File: src/design/hpq_pkg.sv
// ----------------------------------------------------------------------------
// hpq_pkg
// Shared types and constants for the handle-addressed priority queue.
// ----------------------------------------------------------------------------
package hpq_pkg;

  localparam int CAPACITY  = 16;
  localparam int KEY_BITS  = 32;
  localparam int IDX_BITS  = $clog2(CAPACITY);
  localparam int RANK_BITS = IDX_BITS;
  localparam int CNT_BITS  = $clog2(CAPACITY + 1);
  localparam int HCMP_BITS = IDX_BITS + 5;

  typedef enum logic [1:0] {
    OP_INSERT = 2'd0,
    OP_DELMAX = 2'd1,
    OP_CHANGE = 2'd2,
    OP_DELETE = 2'd3
  } op_t;

  typedef enum logic [1:0] {
    STAT_OK         = 2'd0,
    STAT_FULL       = 2'd1,
    STAT_EMPTY      = 2'd2,
    STAT_BAD_HANDLE = 2'd3
  } status_t;

  typedef enum logic {
    ST_IDLE = 1'b0,
    ST_SCAN = 1'b1
  } state_t;

  typedef enum logic [1:0] {
    CC_NOP    = 2'd0,
    CC_INSERT = 2'd1,
    CC_WRITE  = 2'd2,
    CC_FREE   = 2'd3
  } cell_cmd_t;

  typedef struct packed {
    op_t         op;
    logic [31:0] key;
    logic [3:0]  handle;
  } in_item_t;

  typedef struct packed {
    status_t     status;
    logic [31:0] key_out;
    logic [3:0]  handle_out;
    logic        is_empty;
    logic [4:0]  entry_count;
  } out_item_t;

  // Broadcast command from the controller to every cell.
  typedef struct packed {
    cell_cmd_t             cmd;
    logic [KEY_BITS-1:0]   key;
    logic [RANK_BITS-1:0]  rank;
  } cell_ctl_t;

  // Search token handed from cell to cell during a delete-max scan.
  typedef struct packed {
    logic                  tvalid;
    logic                  found;
    logic [IDX_BITS-1:0]   pos;
    logic [IDX_BITS-1:0]   idx;
    logic [KEY_BITS-1:0]   key;
    logic [RANK_BITS-1:0]  rank;
  } scan_tok_t;

endpackage

File: src/design/hpq_cell.sv
// ----------------------------------------------------------------------------
// hpq_cell
// One queue slot: valid bit, key and age rank, plus one stage of the
// delete-max search token.
// ----------------------------------------------------------------------------
module hpq_cell
  import hpq_pkg::*;
(
  input  logic                 clk,
  input  logic                 rst_n,
  input  cell_ctl_t            ctl,
  input  logic                 sel,
  input  scan_tok_t            tok_i,
  output scan_tok_t            tok_o,
  output logic                 valid_o,
  output logic [RANK_BITS-1:0] rank_o
);

  logic                 valid_r, valid_nxt;
  logic [KEY_BITS-1:0]  key_r, key_nxt;
  logic [RANK_BITS-1:0] rank_r, rank_nxt;
  scan_tok_t            tok_r, tok_nxt;
  logic                 take;

  // Slot update from the broadcast command.
  always_comb begin
    valid_nxt = valid_r;
    key_nxt   = key_r;
    rank_nxt  = rank_r;
    case (ctl.cmd)
      CC_INSERT: begin
        if (sel) begin
          valid_nxt = 1'b1;
          key_nxt   = ctl.key;
          rank_nxt  = '0;
        end else if (valid_r) begin
          rank_nxt = rank_r + RANK_BITS'(1);
        end
      end
      CC_WRITE: begin
        if (sel) begin
          key_nxt = ctl.key;
        end
      end
      CC_FREE: begin
        if (sel) begin
          valid_nxt = 1'b0;
        end else if (valid_r && (rank_r > ctl.rank)) begin
          rank_nxt = rank_r - RANK_BITS'(1);
        end
      end
      default: begin
      end
    endcase
  end

  // Take over the token when this slot beats the best so far; ties go newest.
  assign take = tok_i.tvalid && valid_r &&
                (!tok_i.found || (key_r > tok_i.key) ||
                 ((key_r == tok_i.key) && (rank_r < tok_i.rank)));

  always_comb begin
    tok_nxt     = tok_i;
    tok_nxt.pos = tok_i.pos + IDX_BITS'(1);
    if (take) begin
      tok_nxt.found = 1'b1;
      tok_nxt.idx   = tok_i.pos;
      tok_nxt.key   = key_r;
      tok_nxt.rank  = rank_r;
    end
  end

  always_ff @(posedge clk) begin
    if (!rst_n) begin
      valid_r <= 1'b0;
      tok_r   <= '0;
    end else begin
      valid_r <= valid_nxt;
      tok_r   <= tok_nxt;
    end
  end

  always_ff @(posedge clk) begin
    key_r  <= key_nxt;
    rank_r <= rank_nxt;
  end

  assign tok_o   = tok_r;
  assign valid_o = valid_r;
  assign rank_o  = rank_r;

endmodule

File: src/design/handle_priority_queue.sv
// ----------------------------------------------------------------------------
// handle_priority_queue
// Fixed-capacity priority queue addressed by slot handles, built as a row
// of slot cells with a search token for delete-maximum.
// ----------------------------------------------------------------------------
//
//  channel   ports                     transfer when
//  --------  ------------------------  -------------------------------
//  command   start, busy, in_item      start high and busy low
//  result    out_strobe, out_item      out_strobe high (one cycle)
//
// Insert, change and delete-by-handle keep busy low, and the result strobes
// in the cycle after the command transfer.
// Delete-maximum holds busy high while a search token walks the row of slot
// cells one cell per cycle; when it leaves the last cell the winner is freed.
// Reset (rst_n low, synchronous) empties the queue and clears the token row.
// The receiver cannot stall; a result is shown for exactly one cycle.
// ----------------------------------------------------------------------------
module handle_priority_queue
  import hpq_pkg::*;
(
  input  logic      clk,
  input  logic      rst_n,
  input  logic      start,
  output logic      busy,
  input  in_item_t  in_item,
  output logic      out_strobe,
  output out_item_t out_item
);

  state_t               state_r, state_nxt;
  logic [CNT_BITS-1:0]  count_r, count_nxt;
  out_item_t            out_item_r, out_item_nxt;
  logic                 out_strobe_r, out_strobe_nxt;

  cell_ctl_t            ctl;
  logic                 sel_en;
  logic [IDX_BITS-1:0]  sel_idx;
  logic [CAPACITY-1:0]  sel;
  logic [CAPACITY-1:0]  valid_vec;
  logic [RANK_BITS-1:0] rank_a [CAPACITY];
  scan_tok_t            tok [CAPACITY+1];

  logic                 accept;
  logic                 launch;
  logic [KEY_BITS-1:0]  key_k;
  logic [HCMP_BITS-1:0] h_ext;
  logic [IDX_BITS-1:0]  h_idx;
  logic                 h_ok;
  logic                 free_found;
  logic [IDX_BITS-1:0]  free_idx;
  scan_tok_t            tok_last;

  assign busy   = (state_r != ST_IDLE);
  assign accept = start && (state_r == ST_IDLE);
  assign launch = accept && (in_item.op == OP_DELMAX);

  // Hold keys to the stored key width.
  assign key_k = KEY_BITS'(in_item.key);

  // Handle check: in range and pointing at a live slot.
  assign h_ext = HCMP_BITS'(in_item.handle);
  assign h_idx = IDX_BITS'(in_item.handle);
  assign h_ok  = (h_ext < HCMP_BITS'(CAPACITY)) && valid_vec[h_idx];

  // Lowest free slot: walk down so the lowest index wins.
  always_comb begin
    free_found = 1'b0;
    free_idx   = '0;
    for (int i = CAPACITY - 1; i >= 0; i--) begin
      if (!valid_vec[i]) begin
        free_found = 1'b1;
        free_idx   = IDX_BITS'(i);
      end
    end
  end

  // Launch the search token into the first cell.
  always_comb begin
    tok[0]        = '0;
    tok[0].tvalid = launch;
  end

  assign tok_last = tok[CAPACITY];

  // Row of slot cells; the token advances one cell per cycle.
  for (genvar g = 0; g < CAPACITY; g++) begin : g_cell
    assign sel[g] = sel_en && (sel_idx == IDX_BITS'(g));

    hpq_cell u_cell (
      .clk     (clk),
      .rst_n   (rst_n),
      .ctl     (ctl),
      .sel     (sel[g]),
      .tok_i   (tok[g]),
      .tok_o   (tok[g+1]),
      .valid_o (valid_vec[g]),
      .rank_o  (rank_a[g])
    );
  end

  // Next state.
  always_comb begin
    state_nxt = state_r;
    unique case (state_r)
      ST_IDLE: begin
        if (launch) begin
          state_nxt = ST_SCAN;
        end
      end
      ST_SCAN: begin
        if (tok_last.tvalid) begin
          state_nxt = ST_IDLE;
        end
      end
      default: state_nxt = ST_IDLE;
    endcase
  end

  // Cell commands, count and result.
  always_comb begin
    ctl.cmd        = CC_NOP;
    ctl.key        = key_k;
    ctl.rank       = rank_a[h_idx];
    sel_en         = 1'b0;
    sel_idx        = h_idx;
    count_nxt      = count_r;
    out_strobe_nxt = 1'b0;
    out_item_nxt   = '0;
    out_item_nxt.status = STAT_OK;

    unique case (state_r)
      ST_IDLE: begin
        if (accept) begin
          out_strobe_nxt = (in_item.op != OP_DELMAX);
          case (in_item.op)
            OP_INSERT: begin
              if (free_found) begin
                ctl.cmd                 = CC_INSERT;
                sel_en                  = 1'b1;
                sel_idx                 = free_idx;
                count_nxt               = count_r + CNT_BITS'(1);
                out_item_nxt.handle_out = 4'(free_idx);
              end else begin
                out_item_nxt.status = STAT_FULL;
              end
            end
            OP_CHANGE: begin
              if (h_ok) begin
                ctl.cmd = CC_WRITE;
                sel_en  = 1'b1;
              end else begin
                out_item_nxt.status = STAT_BAD_HANDLE;
              end
            end
            OP_DELETE: begin
              if (h_ok) begin
                ctl.cmd   = CC_FREE;
                sel_en    = 1'b1;
                count_nxt = count_r - CNT_BITS'(1);
              end else begin
                out_item_nxt.status = STAT_BAD_HANDLE;
              end
            end
            default: begin
            end
          endcase
        end
      end
      ST_SCAN: begin
        // Token has left the last cell: free the winner and report it, or report empty.
        if (tok_last.tvalid) begin
          out_strobe_nxt = 1'b1;
          if (tok_last.found) begin
            ctl.cmd                 = CC_FREE;
            ctl.rank                = tok_last.rank;
            sel_en                  = 1'b1;
            sel_idx                 = tok_last.idx;
            count_nxt               = count_r - CNT_BITS'(1);
            out_item_nxt.key_out    = 32'(tok_last.key);
            out_item_nxt.handle_out = 4'(tok_last.idx);
          end else begin
            out_item_nxt.status = STAT_EMPTY;
          end
        end
      end
      default: begin
      end
    endcase

    out_item_nxt.is_empty    = (count_nxt == '0);
    out_item_nxt.entry_count = 5'(count_nxt);
  end

  always_ff @(posedge clk) begin
    if (!rst_n) begin
      state_r      <= ST_IDLE;
      count_r      <= '0;
      out_strobe_r <= 1'b0;
    end else begin
      state_r      <= state_nxt;
      count_r      <= count_nxt;
      out_strobe_r <= out_strobe_nxt;
    end
  end

  // Result payload; only meaningful under the strobe.
  always_ff @(posedge clk) begin
    out_item_r <= out_item_nxt;
  end

  assign out_strobe = out_strobe_r;
  assign out_item   = out_item_r;

endmodule
File: config.mk
export PLATFORM = sky130hd
export DESIGN_NAME = handle_priority_queue
export DESIGN_NICKNAME = d
export VERILOG_FILES = /design/src/design/hpq_pkg.sv /design/src/design/hpq_cell.sv /design/src/design/handle_priority_queue.sv
export SDC_FILE = /design/constraint.sdc
export NUM_CORES = 2
export LEC_CHECK = 0
export ABC_AREA = 1
export ABC_CLOCK_PERIOD_IN_PS = 4200
export BUFFER_PORTS_ARGS = -buffer_cell sky130_fd_sc_hd__buf_4
export CAP_MARGIN = 20
export CORE_UTILIZATION = 30
export DETAILED_ROUTE_END_ITERATION = 6
export PLACE_DENSITY = 0.45
export SYNTH_ARGS = -nofsm -noshare
export SYNTH_HDL_FRONTEND = slang
export SYNTH_SLANG_ARGS = --single-unit
File: constraint.sdc
create_clock -name clk -period 4.2 [get_ports clk]
set_clock_uncertainty 0.05 [all_clocks]
set_input_delay 0.42 -clock clk [delete_from_list [all_inputs] [get_ports clk]]
set_output_delay 0.42 -clock clk [all_outputs]
set_load 0.05 [all_outputs]
======== Yosys cells after proc, flatten, opt, wreduce, memory -nomap -nowiden ========
Index checks and enable logic that the tools add are counted.
operators by class
  add/sub/neg operators ................... 48
  divide/modulo/power cells ............... 0
  bitwise operators ....................... 2
  magnitude comparators ................... 49
  equal/unequal tests ..................... 117
  shift-type cells ........................ 0
  reductions and logical operators ........ 182
  mux-type cells .......................... 247
  multiply operators ...................... 0
operator list
  operator                                                             number
  40-bit 2-to-1 mux                                                    15
  32-bit equality test                                                 15
  32-bit > comparator                                                  15
  4-bit 2-to-1 mux                                                     93
  4-bit case mux with 2 select lines                                   18
  4-bit by 1-bit adder with 4-bit output (second input constant)       29
  2-bit by 1-bit != test with 1-bit output (second input constant)     49
  1-bit logical AND                                                    81
  1-bit 2-to-1 mux                                                     76
  36-bit 2-to-1 mux                                                    2
  4-bit > comparator                                                   16
  4-bit AND reduction                                                  16
  4-bit by 1-bit subtractor with 4-bit output (second input constant)  16
  4-bit < comparator                                                   15
  3-bit AND reduction                                                  17
  3-bit by 1-bit != test with 1-bit output (second input constant)     16
  41-bit 2-to-1 mux                                                    1
  1-bit case mux with 2 select lines                                   20
  38-bit 2-to-1 mux                                                    1
  2-bit AND reduction                                                  17
  4-bit equality test (second input constant)                          8
  2-bit != test (second input constant)                                16
  1-bit logical OR                                                     30
  5-bit 2-to-1 mux                                                     5
  24 further kinds                                                     58
word-level totals
  memory bits (read-only) ................. 0
  RAM bits ................................ 0
  output and inout port bits .............. 46
  bits in latches ......................... 0
  register bits ........................... 1372
  memories ................................ 0

======== Logic depth before layout (Yosys ltp) ========
  depth in word-level cells ............... 24
  depth in mapped cells ................... 24
  gate-level depth less buffers ........... 23

======== Modules after synthesis ========
Synthesis repeated with hierarchy kept, for this count alone.
second synthesis, totals
  cells, all modules ...................... 8851
  area, all modules ....................... 72684.7 um2
by module, submodules not included
  module                           seq. area each (um2)  area each (um2)  cells an instance  times used
  hpq_cell (g_cell[0].u_cell ...)  2021.9                4344.2           523                14
  hpq_cell (g_cell[4].u_cell ...)  2021.9                4371.7           521                2
  handle_priority_queue            1021.0                3123.0           487                1

======== Worst setup path before layout ========
No wires, ideal clock.
  path type ............................... input port to flip-flop
  from .................................... in in_item[1] (netlist name)
  to ...................................... reg g_cell[3].u_cell.key_r[0], enable pin
  path buffers ............................ 3
  library setup time ...................... 0.421 ns
  arrival ................................. 3.726 ns
  cell stages on the path ................. 13
  slack ................................... 0.002 ns
  cell sequence ........................... buf_4 > inv_2 > o21ai_0 > o211ai_1 > nand3_1 > nand2_2 > inv_1 > o311ai_2 > clkbuf_1 > ha_1 > inv_1 > clkbuf_1 > nor2_1
between the ends
  word-level cells in the longest chain between the ends .. 10
  elaborated cells on any way between the ends .. 25
  those cells by class .................... 1 x order compare; 3 x eq/ne; 17 x mux; 4 x reduce/logical
RTL lines
  element                                                                                RTL line                                                    text
  start, declared                                                                        handle_priority_queue.sv:26                                 input in_item_t in_item,
  1-bit binary-select mux with 4-bit select                                              handle_priority_queue.sv:64                                 assign h_ok = (h_ext < HCMP_BITS'(CAPACITY)) && valid_vec[h_idx];
  1-bit 2-to-1 mux (not written as such)                                                 handle_priority_queue.sv:64
  1-bit logical AND                                                                      handle_priority_queue.sv:64
  2-bit 2-to-1 mux (on tied branches)                                                    handle_priority_queue.sv:157, handle_priority_queue.sv:149
  2-bit case mux with 3 select lines                                                     handle_priority_queue.sv:136                                case (in_item.op)
  2-bit 2-to-1 mux                                                                       handle_priority_queue.sv:134                                if (accept) begin
  2-bit case mux with 2 select lines                                                     handle_priority_queue.sv:132                                unique case (state_r)
  2-bit by 1-bit equality test with 1-bit output or 2-bit equality test (tied branches)  hpq_cell.sv:30                                              case (ctl.cmd)
  2-bit OR reduction (no line)                                                           n/a
  2-bit AND reduction (no line) (*)                                                      n/a
  end signal, assigned                                                                   hpq_cell.sv:84                                              key_r <= key_nxt;
  end, declared                                                                          hpq_cell.sv:20                                              logic [KEY_BITS-1:0] key_r, key_nxt;
Mark *: on every way between the ends. The rest lies on a longest branch, timed or not. The select of a mux whose other input is x is not followed.
A chain may end at the register's enable or synchronous reset.

======== Worst setup path in the final report ========
  from .................................... reg g_cell[1].u_cell.key_r[27]
  to ...................................... reg g_cell[1].u_cell.tok_r (netlist bit g_cell[1].u_cell.tok_o[10])
between the ends
  word-level cells in the longest chain between the ends .. 5
  elaborated cells on any way between the ends .. 7
  those cells by class .................... 1 x order compare; 1 x eq/ne; 1 x mux; 4 x reduce/logical
RTL lines
  element                                                      RTL line                        text
  start, declared                                              hpq_cell.sv:20
  start signal, assigned                                       hpq_cell.sv:84
  32-bit > comparator or 32-bit equality test (tied branches)  hpq_cell.sv:59, hpq_cell.sv:60
  1-bit logical OR or 1-bit logical AND (tied branches)        hpq_cell.sv:59, hpq_cell.sv:60
  1-bit logical OR (*)                                         hpq_cell.sv:59                  (!tok_i.found || (key_r > tok_i.key) ||
  1-bit logical AND (*)                                        hpq_cell.sv:58                  assign take = tok_i.tvalid && valid_r &&
  40-bit 2-to-1 mux (*)                                        hpq_cell.sv:65                  if (take) begin
  end signal, assigned                                         hpq_cell.sv:79                  tok_r <= tok_nxt;
  end, declared                                                hpq_cell.sv:22                  scan_tok_t tok_r, tok_nxt;
Mark *: on every way between the ends. The rest lies on a longest branch, timed or not.

==> impl_metrics.json <==
{
  "ant_nets": 0,
  "p_int_mw": 22.55,
  "ys_async_sr_fraction_pct": 0,
  "h-tree-depth": 4,
  "synth-main-ff-cell": "dfxtp_1",
  "synth_nets": 7443,
  "fin_crit_ns": 3.706,
  "cts_buffer_depth": 3,
  "grtUsageTotal_pct": 17.62,
  "vdd_drop_max_v": 0.0003989,
  "cts_buffers": 156,
  "met3_usage_pct": 2.477,
  "overflow": 0,
  "hp-class": "input pin to flop",
  "register_area_sq_um": 32970,
  "p_switching_mw": 6.741,
  "die_area_sq_um": 212500,
  "mostFrequentLayoutCells": "a21oi_1 (952), nand2_1 (939), inv_1 (828)",
  "fill_cells": 21260,
  "dp_slack_ns": 0.3617,
  "critPathMaxFanout": 44,
  "comb_power_share_pct": 4.6,
  "synth-edff-count": 576,
  "clkPwrFrac_pct": 47.7,
  "rows": 168,
  "antenna_found_initial": 18,
  "grt.busiest_layer": "met2",
  "design_power_total_mw": 29.29,
  "status": "complete, no violations",
  "vias_per_cell": 4.839,
  "syn_inst": 6760,
  "vias": 47420,
  "globalplace.congestion": 0.8611,
  "postCtsHoldBufs": 18,
  "worstMarginPinSlew_ns": 0.8989,
  "synth-seq-area-share_pct": 52.18,
  "firstDrtPassIters": 6,
  "crit_path_start_kind": "flop",
  "drt_iter0_markers": 3305,
  "portBuffers": 86,
  "grt_max_degree": 142,
  "cts_resized": 0,
  "min_period_over_period_pct": 88.24,
  "area_growth_pct": 15.61,
  "die_h_um": 460.9,
  "cts.sinks": 1359,
  "yosysWarnings": 0,
  "fin_ws_ns": 0.4939,
  "cellLeakagePower_nw": 26.06,
  "worst-setup-path-type": "flop to flop",
  "ff2ff_path_depth": 12,
  "drive_gt1_share_pct": 7.995,
  "cp-end-kind": "flop",
  "syn_avg_cell_area_sq_um": 9.348,
  "die_w_um": 460.9,
  "fin_tns_setup_ns": 0,
  "relSlewSlack_pct": 40.08,
  "max_cap_viol_count": 0,
  "ios": 87,
  "nets": 7542,
  "insertion_delay_ns": 0.81,
  "cts_root_buf": "clkbuf_16",
  "multi_input_area_sq_um": 25910,
  "hold_depth": 1,
  "drc": 0,
  "hold_violations": 0,
  "rsz0062_at_grt": "false",
  "grt_pass1_wl_mm": 286.9,
  "start_util_pct": 30.18,
  "grt_pass1_vias": 46680,
  "synth-seq-cells": 1359,
  "mostFrequentLayoutCell": "a21oi_1",
  "arrival_ns": 4.36,
  "post-cts-setup-buffer-count": 0,
  "use_met1_pct": 24.95,
  "fmax_mhz": 269.8,
  "slew_viol_final": 0,
  "synth_cell_types": 59,
  "path_clk_slew_ns": 0.06,
  "power_frac_seq_pct": 47.7,
  "setup-violations-final": 0,
  "met2_usage_pct": 27.75,
  "core_sq_um": 209400,
  "dpl.hpwl_mm": 131.3,
  "cp.required_ns": 4.85,
  "finalWirelength_mm": 187.7,
  "syn_area_sq_um": 63190,
  "switching_share_pct": 23.01,
  "tritoncts": "built",
  "powerDensity_nw_per_um2": 401.0,
  "wl_per_cell_um": 19.15
}
-- worst max-delay path: stages, from the launching register on --
cell and delay (ns):
edfxtp_1 0.38, ha_1 0.31, nand2_1 0.07, nor2_1 0.21, nand2_1 0.17, nor4_1 0.56, nand3_1 0.42, nand2_1 0.19
nand2_1 0.12, nand2_2 0.40, buf_12 0.27, o21ai_0 0.10, a21oi_1 0.29
-- flip-flops by register name (all words and copies together) (netlist names) --
signal,cells
busy,1
count_r,5
g_cell.u_cell.key_r,512
g_cell.u_cell.rank_o,64
g_cell.u_cell.tok_o,716
g_cell.u_cell.valid_o,16
out_item,44
out_strobe,1
-- per-layer routing --
layer  up-vias  share of wire, %  wire length (um)
li1      23360                 -                 -
met1     22670                48             90370
met2      1143                44             83500
met3       249               5.1              9650
met4         0               2.2              4153
met5         -                 0                 0
-- final timing paths --
| path | slack, ns | start | endpoint |
|---|---|---|---|
| setup / recovery | 0.49 | g_cell[1].u_cell.key_r[27]$_DFFE_PP_ | g_cell[1].u_cell.tok_o[10]$_SDFF_PN0_ |
| hold / removal | 0.06 | in_item[29] | g_cell[15].u_cell.key_r[25]$_DFFE_PP_ |
| setup reg to reg | 0.49 | g_cell[1].u_cell.key_r[27]$_DFFE_PP_ | g_cell[1].u_cell.tok_o[10]$_SDFF_PN0_ |
| hold reg to reg | 0.35 | g_cell[15].u_cell.tok_o[22]$_SDFF_PN0_ | out_item[28]$_SDFF_PN0_ |
-- cell type report --
class	instances	share of cell area (%)
antenna	4	0.01370
clock buffer	241	6.373
multi-input combinational	4236	35.47
inverter	855	4.410
sequential	1359	45.13
clock inverter	50	0.8735
timing repair buffer	251	2.920
tap	2805	4.804
-- synthesized netlist by cell type (all sizes together) (2+ instances only) --
cell,number,area share [%]
o21a,16,0.19
clkbuf,251,1.5
o21ai,358,2.9
o2111ai,10,0.14
nand4,101,1.2
a211oi,30,0.36
nor3,32,0.26
nand2,956,5.8
o311ai,2,0.040
nand3b,39,0.46
clkinv,8,0.048
a31oi,10,0.099
nor2,301,1.9
ha,642,13
edfxtp,576,27
o22ai,13,0.13
a21oi,953,7.6
dfxtp,783,25
xnor2,29,0.40
o21bai,8,0.10
nand3,580,4.7
o211ai,42,0.50
o31ai,13,0.17
a21boi,12,0.14
nor4b,3,0.042
buf,59,0.47
a21o,11,0.13
xor2,20,0.28
inv,847,5.0
o221ai,12,0.17
nor4,36,0.36
-- cell families after synthesis --
logic type / after synthesis / synth area share (%)
simple gates: 2051 / 14.75
buf+inv: 1165 / 7.043
xor+xnor: 49 / 0.6792
compound gates: 1494 / 12.63
fa+ha+maj: 642 / 12.71
flops: 1359 / 52.18
-- per-stage QoR --
| stage | instances | instance area, sq um | hold WS (ns) | utilization (%) |
|---|---|---|---|---|
| after CTS | 9796 | 73030 | 0.002149 | 34.88 |
| after global routing | 9798 | 73050 | 0.01402 | 34.89 |
| after floorplan | 6760 | 63190 | 0.3424 | - |
| after detailed placement | 9487 | 67550 | 0.3495 | 32.27 |
| final | 9801 | 73060 | 0.06124 | 34.89 |
| after global placement | 9487 | 67550 | 0.3456 | 32.27 |
-- power by group through the flow --
stage               clock (mW)  combinational [mW]  sequential (mW)
finish                    14.0                1.36             14.0
global route              14.9                1.50             14.0
CTS                       14.4                1.38             14.0
detailed placement           0                1.36             14.3
global placement             0                1.34             14.3
floorplan                    0               0.716             14.3
No activity file was read; power rests on OpenSTA's default activity.
